`src/design/dfjq_pkg.sv`:
```
package dfjq_pkg;

    localparam int DFJQ_DEPTH = 10;

    localparam int REQ_W     = 3;
    localparam int KEY_W     = 32;
    localparam int PATH_W    = 32;
    localparam int BYTES_W   = 40;
    localparam int ERR_W     = 8;
    localparam int IDX_IN_W  = 4;
    localparam int CODE_W    = 2;
    localparam int CNT_OUT_W = 4;

    typedef enum logic [REQ_W-1:0] {
        REQ_ENQ    = 3'd0,
        REQ_MARK   = 3'd1,
        REQ_PROG   = 3'd2,
        REQ_FINISH = 3'd3,
        REQ_CANCEL = 3'd4,
        REQ_READ   = 3'd5,
        REQ_LAST   = 3'd6
    } req_t;

    typedef enum logic [CODE_W-1:0] {
        RC_OK      = 2'd0,
        RC_DUP     = 2'd1,
        RC_FULL    = 2'd2,
        RC_IGNORED = 2'd3
    } res_code_t;

    typedef enum logic [2:0] {
        ST_IDLE,
        ST_SEARCH,
        ST_HMOD,
        ST_RDATA,
        ST_DONE
    } state_t;

    typedef struct packed {
        logic [KEY_W-1:0]   key;
        logic [PATH_W-1:0]  path;
        logic [BYTES_W-1:0] total;
        logic [BYTES_W-1:0] done;
        logic               busy;
    } entry_t;

    typedef struct packed {
        res_code_t            code;
        logic [CNT_OUT_W-1:0] queue_count;
        logic                 entry_valid;
        logic [KEY_W-1:0]     entry_key;
        logic [PATH_W-1:0]    entry_path;
        logic [BYTES_W-1:0]   entry_total;
        logic [BYTES_W-1:0]   entry_done;
        logic                 entry_downloading;
        logic                 last_ok;
        logic [ERR_W-1:0]     last_error;
    } result_t;

endpackage

```
`src/design/dfjq_ram.sv`:
```
module dfjq_ram #(
    parameter int WIDTH = 8,
    parameter int DEPTH = 16,
    parameter int AW    = (DEPTH > 1) ? $clog2(DEPTH) : 1
) (
    input  logic             clk,
    input  logic             we,
    input  logic [AW-1:0]    waddr,
    input  logic [WIDTH-1:0] wdata,
    input  logic [AW-1:0]    raddr,
    output logic [WIDTH-1:0] rdata
);

    logic [WIDTH-1:0] mem [DEPTH];

    always_ff @(posedge clk)
    begin
        if (we)
        begin
            mem[waddr] <= wdata;
        end
        rdata <= mem[raddr];
    end

endmodule

```
`src/design/dedup_fifo_job_queue.sv`:
```
// channel  | handshake          | fields
// ---------+--------------------+------------------------------------------------
// request  | in_valid/in_ready  | req_type item_key path_handle total_bytes
//          |                    | done_bytes finish_ok error_code read_index
// result   | out_valid/out_ready| result_code queue_count entry_* last_ok last_error
//
// one request at a time; entries live in a single-port-read ring ram
// enqueue: search scans the queued keys, one key read a cycle, to a match or the end
// mark, progress, finish: hmod; read entry: rdata; empty queue or index past count skip
// cancel, read last, unused code: to done; next word taken the cycle after the result
// a result waiting on out_ready does not block the next request, only its result
// rst_n clears count, head, last result and handshake state; ram is not cleared
module dedup_fifo_job_queue #(
    parameter int QUEUE_DEPTH = dfjq_pkg::DFJQ_DEPTH
) (
    input  logic                           clk,
    input  logic                           rst_n,
    input  logic                           in_valid,
    output logic                           in_ready,
    input  logic [dfjq_pkg::REQ_W-1:0]     req_type,
    input  logic [dfjq_pkg::KEY_W-1:0]     item_key,
    input  logic [dfjq_pkg::PATH_W-1:0]    path_handle,
    input  logic [dfjq_pkg::BYTES_W-1:0]   total_bytes,
    input  logic [dfjq_pkg::BYTES_W-1:0]   done_bytes,
    input  logic                           finish_ok,
    input  logic [dfjq_pkg::ERR_W-1:0]     error_code,
    input  logic [dfjq_pkg::IDX_IN_W-1:0]  read_index,
    output logic                           out_valid,
    input  logic                           out_ready,
    output logic [dfjq_pkg::CODE_W-1:0]    result_code,
    output logic [dfjq_pkg::CNT_OUT_W-1:0] queue_count,
    output logic                           entry_valid,
    output logic [dfjq_pkg::KEY_W-1:0]     entry_key,
    output logic [dfjq_pkg::PATH_W-1:0]    entry_path,
    output logic [dfjq_pkg::BYTES_W-1:0]   entry_total,
    output logic [dfjq_pkg::BYTES_W-1:0]   entry_done,
    output logic                           entry_downloading,
    output logic                           last_ok,
    output logic [dfjq_pkg::ERR_W-1:0]     last_error
);

    import dfjq_pkg::*;

    localparam int IDX_W = (QUEUE_DEPTH > 1) ? $clog2(QUEUE_DEPTH) : 1;
    localparam int CNT_W = $clog2(QUEUE_DEPTH + 1);
    localparam int SUM_W = CNT_W + 1;
    localparam int CMP_W = (CNT_W > IDX_IN_W) ? CNT_W : IDX_IN_W;

    state_t              state_reg, state_next;
    logic [CNT_W-1:0]    count_reg, count_next;
    logic [IDX_W-1:0]    head_reg, head_next;
    logic [CNT_W-1:0]    scan_reg, scan_next;
    logic                pend_reg, pend_next;
    logic                out_valid_reg, out_valid_next;
    result_t             res_reg, res_next;
    result_t             out_reg, out_next;

    req_t                req_reg;
    logic [KEY_W-1:0]    key_reg;
    logic [PATH_W-1:0]   path_reg;
    logic [BYTES_W-1:0]  total_reg;
    logic [BYTES_W-1:0]  prog_done_reg;
    logic                ok_reg;
    logic [ERR_W-1:0]    err_reg;

    logic                prev_valid_reg;
    logic [KEY_W-1:0]    prev_key_reg;
    logic [PATH_W-1:0]   prev_path_reg;
    logic                prev_ok_reg;
    logic [ERR_W-1:0]    prev_err_reg;
    logic                prev_load;

    logic                ram_we;
    logic [IDX_W-1:0]    ram_waddr;
    entry_t              ram_wdata;
    logic [IDX_W-1:0]    ram_raddr;
    entry_t              rd_entry;

    logic                in_fire;
    logic                scan_issue;
    logic [CNT_W-1:0]    rd_off;

    // slot of queue position off, counted from the head
    function automatic logic [IDX_W-1:0] ring_addr(input logic [IDX_W-1:0] head,
                                                   input logic [CNT_W-1:0] off);
        logic [SUM_W-1:0] s;
        s = SUM_W'(head) + SUM_W'(off);
        if (s >= SUM_W'(QUEUE_DEPTH))
        begin
            s = s - SUM_W'(QUEUE_DEPTH);
        end
        return s[IDX_W-1:0];
    endfunction

    dfjq_ram #(
        .WIDTH ($bits(entry_t)),
        .DEPTH (QUEUE_DEPTH)
    ) u_dfjq_ram (
        .clk   (clk),
        .we    (ram_we),
        .waddr (ram_waddr),
        .wdata (ram_wdata),
        .raddr (ram_raddr),
        .rdata (rd_entry)
    );

    assign in_fire = in_valid & in_ready;
    assign rd_off  = CNT_W'(read_index);

    always_comb
    begin
        state_next     = state_reg;
        count_next     = count_reg;
        head_next      = head_reg;
        scan_next      = scan_reg;
        pend_next      = 1'b0;
        res_next       = res_reg;
        out_next       = out_reg;
        out_valid_next = out_valid_reg & ~out_ready;
        in_ready       = 1'b0;
        ram_we         = 1'b0;
        ram_waddr      = head_reg;
        ram_wdata      = rd_entry;
        ram_raddr      = head_reg;
        prev_load      = 1'b0;
        scan_issue     = 1'b0;

        unique case (state_reg)
            ST_IDLE:
            begin
                in_ready = 1'b1;
                if (in_valid)
                begin
                    res_next      = '0;
                    res_next.code = RC_OK;
                    state_next    = ST_DONE;
                    unique case (req_t'(req_type))
                        REQ_ENQ:
                        begin
                            scan_next  = '0;
                            state_next = ST_SEARCH;
                        end
                        REQ_MARK, REQ_PROG, REQ_FINISH:
                        begin
                            if (count_reg == '0)
                            begin
                                res_next.code = RC_IGNORED;
                            end
                            else
                            begin
                                ram_raddr  = head_reg;
                                state_next = ST_HMOD;
                            end
                        end
                        REQ_CANCEL:
                        begin
                            count_next = '0;
                        end
                        REQ_READ:
                        begin
                            if (CMP_W'(read_index) < CMP_W'(count_reg))
                            begin
                                ram_raddr  = ring_addr(head_reg, rd_off);
                                state_next = ST_RDATA;
                            end
                        end
                        REQ_LAST:
                        begin
                            res_next.entry_valid = prev_valid_reg;
                            res_next.entry_key   = prev_key_reg;
                            res_next.entry_path  = prev_path_reg;
                            res_next.last_ok     = prev_ok_reg;
                            res_next.last_error  = prev_err_reg;
                        end
                        default:
                        begin
                        end
                    endcase
                end
            end

            ST_SEARCH:
            begin
                // one key read issued per cycle, compared when it returns
                scan_issue = scan_reg < count_reg;
                if (scan_issue)
                begin
                    ram_raddr = ring_addr(head_reg, scan_reg);
                    scan_next = scan_reg + CNT_W'(1);
                end
                pend_next = scan_issue;
                if (pend_reg && (rd_entry.key == key_reg))
                begin
                    res_next.code = RC_DUP;
                    state_next    = ST_DONE;
                end
                else if (!scan_issue && !pend_reg)
                begin
                    if (count_reg == CNT_W'(QUEUE_DEPTH))
                    begin
                        res_next.code = RC_FULL;
                    end
                    else
                    begin
                        ram_we     = 1'b1;
                        ram_waddr  = ring_addr(head_reg, count_reg);
                        ram_wdata  = '{key: key_reg, path: path_reg, total: total_reg,
                                       done: '0, busy: 1'b0};
                        count_next = count_reg + CNT_W'(1);
                    end
                    state_next = ST_DONE;
                end
            end

            ST_HMOD:
            begin
                // head entry is on the read port; mark and progress write back in place
                if (rd_entry.key == key_reg)
                begin
                    unique case (req_reg)
                        REQ_MARK:
                        begin
                            ram_we         = 1'b1;
                            ram_wdata.busy = 1'b1;
                        end
                        REQ_PROG:
                        begin
                            ram_we          = 1'b1;
                            ram_wdata.done  = prog_done_reg;
                            ram_wdata.total = total_reg;
                        end
                        REQ_FINISH:
                        begin
                            prev_load  = 1'b1;
                            head_next  = (head_reg == IDX_W'(QUEUE_DEPTH - 1)) ? '0
                                       : head_reg + IDX_W'(1);
                            count_next = count_reg - CNT_W'(1);
                        end
                        default:
                        begin
                        end
                    endcase
                end
                else
                begin
                    res_next.code = RC_IGNORED;
                end
                state_next = ST_DONE;
            end

            ST_RDATA:
            begin
                res_next.entry_valid       = 1'b1;
                res_next.entry_key         = rd_entry.key;
                res_next.entry_path        = rd_entry.path;
                res_next.entry_total       = rd_entry.total;
                res_next.entry_done        = rd_entry.done;
                res_next.entry_downloading = rd_entry.busy;
                state_next                 = ST_DONE;
            end

            ST_DONE:
            begin
                if (!out_valid_reg || out_ready)
                begin
                    out_next             = res_reg;
                    out_next.queue_count = CNT_OUT_W'(count_reg);
                    out_valid_next       = 1'b1;
                    state_next           = ST_IDLE;
                end
            end

            default:
            begin
                state_next = ST_IDLE;
            end
        endcase
    end

    always_ff @(posedge clk or negedge rst_n)
    begin
        if (!rst_n)
        begin
            state_reg      <= ST_IDLE;
            count_reg      <= '0;
            head_reg       <= '0;
            scan_reg       <= '0;
            pend_reg       <= 1'b0;
            out_valid_reg  <= 1'b0;
            prev_valid_reg <= 1'b0;
            prev_key_reg   <= '0;
            prev_path_reg  <= '0;
            prev_ok_reg    <= 1'b0;
            prev_err_reg   <= '0;
        end
        else
        begin
            state_reg     <= state_next;
            count_reg     <= count_next;
            head_reg      <= head_next;
            scan_reg      <= scan_next;
            pend_reg      <= pend_next;
            out_valid_reg <= out_valid_next;
            if (prev_load)
            begin
                prev_valid_reg <= 1'b1;
                prev_key_reg   <= key_reg;
                prev_path_reg  <= rd_entry.path;
                prev_ok_reg    <= ok_reg;
                prev_err_reg   <= err_reg;
            end
        end
    end

    always_ff @(posedge clk)
    begin
        res_reg <= res_next;
        out_reg <= out_next;
        if (in_fire)
        begin
            req_reg       <= req_t'(req_type);
            key_reg       <= item_key;
            path_reg      <= path_handle;
            total_reg     <= total_bytes;
            prog_done_reg <= done_bytes;
            ok_reg        <= finish_ok;
            err_reg       <= error_code;
        end
    end

    assign out_valid         = out_valid_reg;
    assign result_code       = out_reg.code;
    assign queue_count       = out_reg.queue_count;
    assign entry_valid       = out_reg.entry_valid;
    assign entry_key         = out_reg.entry_key;
    assign entry_path        = out_reg.entry_path;
    assign entry_total       = out_reg.entry_total;
    assign entry_done        = out_reg.entry_done;
    assign entry_downloading = out_reg.entry_downloading;
    assign last_ok           = out_reg.last_ok;
    assign last_error        = out_reg.last_error;

endmodule

```
`config.mk`:
```
export PLATFORM = sky130hd
export DESIGN_NAME = dedup_fifo_job_queue
export DESIGN_NICKNAME = d
export VERILOG_FILES = /design/src/design/dfjq_pkg.sv /design/src/design/dfjq_ram.sv /design/src/design/dedup_fifo_job_queue.sv
export SDC_FILE = /design/constraint.sdc
export NUM_CORES = 2
export LEC_CHECK = 0
export BUFFER_PORTS_ARGS = -buffer_cell sky130_fd_sc_hd__buf_2
export CAP_MARGIN = 40
export CORE_MARGIN = 5
export CORE_UTILIZATION = 35
export CTS_CLUSTER_DIAMETER = 150
export CTS_CLUSTER_SIZE = 20
export DETAILED_ROUTE_END_ITERATION = 10
export PLACE_DENSITY = 0.55
export REMOVE_ABC_BUFFERS = 1
export SLEW_MARGIN = 20
export SYNTH_ARGS = -nofsm -noshare
export SYNTH_HDL_FRONTEND = slang
export SYNTH_SLANG_ARGS = --single-unit
```
`constraint.sdc`:
```
create_clock -name clk -period 26.8 [get_ports clk]
set_input_delay 4.02 -clock clk [delete_from_list [all_inputs] [get_ports clk]]
set_output_delay 4.02 -clock clk [all_outputs]
set_load 0.05 [all_outputs]
```
* Yosys cells after proc, flatten, opt, wreduce, memory -nomap -nowiden
Memories as Yosys holds them, arrays and structs flattened. A register that Yosys moved wholly into a read port is not among the register bits.
Cells that the tools add are included.
W data, S select, Z words.
** Word-level totals
- Flip-flop bits (word level) :: 565
- Memory bits (writable) :: 1450
- Input bits :: 164
- Output and inout bits :: 163
- Memories :: 1
** Operators by class
- $add $sub $neg :: 10
- Magnitude comparators :: 5
- Equality and inequality tests :: 29
- Mux-type cells :: 67
- Bitwise logic cells :: 3
- Reductions and logical operators :: 23
** Memories
- u_dfjq_ram.mem :: depth 10, bits a word 145, rd ports 1, clocked after Yosys merged registers in 1, wr ports 1, RTL line dfjq_ram.sv:14 : logic [WIDTH-1:0] mem [DEPTH];
** Operator list (number)
- $mux W145 :: 3
- $pmux W146 S2 :: 1
- $pmux W81 S2 :: 1
- $mux W161 :: 1
- $mux W4 :: 22
- $mux W81 :: 1
- $mux W80 :: 1
- $mux W65 :: 1
- $mux W64 :: 1
- $eq A32 B32 Y1 :: 1
- $eq A3 B2 Y1 const B :: 6
- $mux W3 :: 6
- $ne A2 B2 Y1 const B :: 8
- $pmux W4 S2 :: 2
- $add A4 B4 Y5 :: 3
- $ge A5 B4 Y1 const B :: 3
- $mux W1 :: 15
- $add A4 B1 Y4 const B :: 3
- $eq A3 B3 Y1 const B :: 4
- $mux W2 :: 6
- $pmux W3 S4 :: 1
- $pmux W4 S3 :: 1
- $sub A4 B4 Y4 const B :: 3
- $eq A3 B1 Y1 const B :: 3
- 25 further kinds :: 40

* Longest topological paths before layout
- Word-level depth :: 8
- Gate-level depth with buffers :: 15

* Cells and area by module
A second synthesis with hierarchy kept.
** Second synthesis, totals
- Cell total of the unflattened synthesis :: 4598
- Area, all modules :: 81682.1 µm²
** Modules (own cells, without submodules)
- dfjq_ram :: times used 1, cells an instance 3097, area each 59198.0 µm², sequential area each 46444.5 µm²
- dedup_fifo_job_queue :: times used 1, cells an instance 1501, area each 22484.1 µm², sequential area each 16510.8 µm²

* Worst setup path before layout
OpenSTA, ideal clock, no wires.
- Path type :: register to register
- Start :: register count_reg[0]
- End :: memory u_dfjq_ram.mem[7][0] (netlist name), enable pin
- Setup time :: 827 ps
- Data arrival time :: 12362 ps
- Required time :: 25973 ps
- Path slack :: 13611 ps
- Cell stages (with the launch flop) :: 11
- Buffers on the path :: 0
- Clock period less this slack :: 13189 ps
- Cell sequence :: dfrtp_1 ha_1 fa_1 xnor2_1 ha_1 nand2_1 a21bo_2 mux2i_1 mux2i_1 or3b_2 nor3_1
** On the way
- Word-level cells in the longest chain between the ends :: 8
- Elaborated cells on any way between the ends :: 18
** Ends and longest elaborated chain
- from (decl) :: RTL line dedup_fifo_job_queue.sv:50 : logic [CNT_W-1:0] count_reg, count_next;
- from (signal assigned) :: RTL line dedup_fifo_job_queue.sv:299 : count_reg <= count_next;
- branches (longest 8 deep; another with $add A4 B4 Y5)
- to (decl) :: RTL line dfjq_ram.sv:14
Several ways; the timed one is not identified.

* Worst setup path in the final report
- Start :: input in_valid
- End :: register u_dfjq_ram.rdata[17], read port of u_dfjq_ram.mem
** On the way
- Word-level cells in the longest chain between the ends :: 2
** Ends and longest elaborated chain
- from (decl) :: RTL line dedup_fifo_job_queue.sv:18 : input logic in_valid,
- $mux W4 :: RTL line dedup_fifo_job_queue.sv:132 : if (in_valid)
- $pmux W4 S2 :: RTL line dedup_fifo_job_queue.sv:128 : unique case (state_reg)
- to (decl) :: RTL line dfjq_ram.sv:11 : output logic [WIDTH-1:0] rdata
No other way between the ends.
A chain may end at the register's enable or synchronous reset.

==> flow_metrics.tcl <==
set metrics [dict create \
    wl_per_cell_um 25.7 \
    track_usage_pct 18.1 \
    worstSetupStartpointType "input pin" \
    ys_seq_elements 2160 \
    grt_max_degree 223 \
    synthToLayoutAreaGrowth_pct 11.5 \
    die_h_um 499 \
    core-area_um2 238000 \
    synth.distinct_cells 67 \
    synth_area_leaders "edfxtp_1, nand2_1, and2_1, dfxtp_1, dfrtp_1" \
    syn_avg_cell_area_um2 15.0 \
    p_sw_share_pct 28.0 \
    drive_above_1_share_pct 14.3 \
    die_area_um2 249000 \
    syn_area_um2 83600 \
    ant_nets 0 \
    synthArstFlopShare_pct 4.21 \
    combPwrFrac_pct 14.6 \
    synth_top_area_share_pct 69.1 \
    pwr-share-clk_pct 26.8 \
    hold_end "entry_path[8]" \
    grt.busiest_layer "met2" \
    place_area_um2 89500 \
    p_per_area_nw_per_um2 77.3 \
    synth_top_cell_by_area "edfxtp_1" \
    power.internal_mw 5.18 \
    critPathKind "input pin to flip-flop" \
    p_leak_nw 31.3 \
    cts_tree "built" \
    finalCritPeriodShare_pct 33.0 \
    numCtsBuffers 118 \
    fp-row-count 179 \
    cp.required_ps 27530 \
    cts_max_level 3 \
    use_met2_pct 28.2 \
    cts_sinks 2160 \
    arrival_ps 9590 \
    synth-edff-count 1924 \
    cts_root_buffer "clkbuf_16" \
    hold_start "res_reg[98]" \
    yosysSeqAreaShare_pct 75.3 \
    drt_iter0_drc 4681 \
    ioPinCount 327 \
    nNetsFinal 5950 \
    final.setup_skew_ps 60.8 \
    startpoint "in_valid" \
    cts_buffer_depth 3 \
    grt_pass1_vias 47600 \
    holdWs_ps 422 \
    hold_path_depth 0 \
    cts_resized 0 \
    totalWireLength_mm 233 \
    rsz0062_at_grt "false" \
    max-vdd-ir-drop_mv 0.0545 \
    dp_hpwl_mm 125 \
    status "finished, final reports clean" \
    io_buffers 326 \
    grt_use_met1_pct 26.5 \
    cp-end-kind "flip-flop" \
    r2r_cells 15 \
    die_x_um 499 \
    hp-class "flip-flop to flip-flop" \
    largest_reg_flops 1450 \
    use_met3_pct 3.09 \
    cts_hold_buf 0 \
    p_switching_mw 2.02 \
    p_seq_share_pct 58.6 \
    tightest_slew_ps 1250 \
    layout_commonest_cell "edfxtp_1" \
    dr.pass1.iters 5 \
    vias 48300 \
    antenna_found_initial 13 \
    most-common-layout-cells "edfxtp_1, nand2_1, and2_1" \
    postLayoutCellArea_um2 93200 \
    slew_viol_final 0 \
    r2r-start "count_reg[1]" \
    place_congestion 0.764 \
    clock_latency_ps 810 \
    synthCells 5554 \
    synth_warnings 0 \
    period_minus_slack_ps 8860 \
    viasPerCell 5.35 \
    clkTransAtPathRegs_ps 90 \
    finalHoldViolCount 0 \
    start_util_pct 35.1 \
    max_freq_mhz 113 \
    setup_tns_ps 0 \
    critPathMaxFanout 64 \
    setup_viol 0 \
    grt_pass1_wl_mm 338 \
    worstReg2RegEnd "u_dfjq_ram.mem[6][9]" \
    slew-limit-headroom_pct 16.4 \
    nFillCells 22100 \
    synth_top_flop_cell "edfxtp_1" \
    grt_overflow 0 \
    post_cts_buffers 0 \
    r2r_slack_ps 19500 \
    drc 0 \
    cap_violations 0 \
]
## synth_stat cells, types with 50 or more instances
| master | count |
|---|---|
| edfxtp_1 | 1924 |
| nand2_1 | 1150 |
| and2_1 | 527 |
| clkbuf_1 | 254 |
| a2111oi_0 | 182 |
| a31oi_1 | 146 |
| a221oi_1 | 145 |
| dfxtp_1 | 145 |
| o21ai_0 | 108 |
| o221a_1 | 97 |
| dfrtp_1 | 91 |
| buf_2 | 90 |
| a2111oi_2 | 74 |
| mux2_2 | 72 |
| a22o_1 | 67 |
| o21ai_1 | 58 |
| nand3_1 | 50 |
## layout make-up
class	instances	area (um2)	share of cell area, %
clock inverters	9	136	0.146
clock buffers	215	3350	3.59
flip-flops and latches	2160	63000	67.5
multi-input cells	2980	19000	20.3
repair buffers	472	3740	4.01
diodes	2	5.00	0.00537
inverters	26	105	0.113
well taps	3167	3960	4.25
## metrics by stage
step / cells / utilization [%] / worst slack, ps / power (mW)
after CTS: 9020 / 39.1 / 17520 / 7.28
after global routing: 9029 / 39.2 / 17660 / 7.49
final: 9031 / 39.2 / 17940 / 7.20
after global placement: 8752 / 37.2 / 16480 / 5.33
after detailed placement: 8796 / 37.6 / 16660 / 5.35
after floorplan: 5166 / - / 3310 / 5.04
## critical path: stages
cell and delay, ps:
buf_2 150, or4b_4 570, nor4_4 280, o21a_4 230, nor2_2 120, a21oi_4 150, buf_4 390, buf_12 290
buf_4 650, buf_4 300, buf_16 270, buf_4 540, buf_12 300, buf_4 350, buf_12 290, a2111oi_0 140
a31oi_1 180, o221a_1 220
## power groups by stage
stage	registers, mW	logic [mW]	clock network, mW
6_report	4.22	1.05	1.93
5_1_grt	4.24	1.13	2.12
4_1_cts	4.22	1.06	1.99
3_5_place_dp	4.29	1.06	0
3_3_place_gp	4.30	1.03	0
2_1_floorplan	4.55	0.481	0
## how the worst max path moves through the flow
stage,endpoint,slack [ps],cells after the start
after floorplan,u_dfjq_ram.rdata[89],3310,8
after global placement,u_dfjq_ram.rdata[32],16480,14
after detailed placement,u_dfjq_ram.rdata[32],16660,16
after CTS,u_dfjq_ram.rdata[32],17520,16
after global routing,u_dfjq_ram.rdata[73],17660,18
final,u_dfjq_ram.rdata[17],17940,18
## routing by layer
metal	wire length (um)	up-vias
li1	-	21500
met1	106000	24900
met2	106000	1695
met3	15200	227
met4	5090	2
met5	13	-
## logic make-up after synthesis
family / after synthesis / synth area share (%)
fa+ha+maj: 28 / 0.455
compound gates: 1023 / 10.5
flops: 2160 / 75.3
xor+xnor: 42 / 0.440
mux: 77 / 1.03
simple gates: 1810 / 9.97
buf+inv: 414 / 2.26
(Power assumes the default switching activity.)
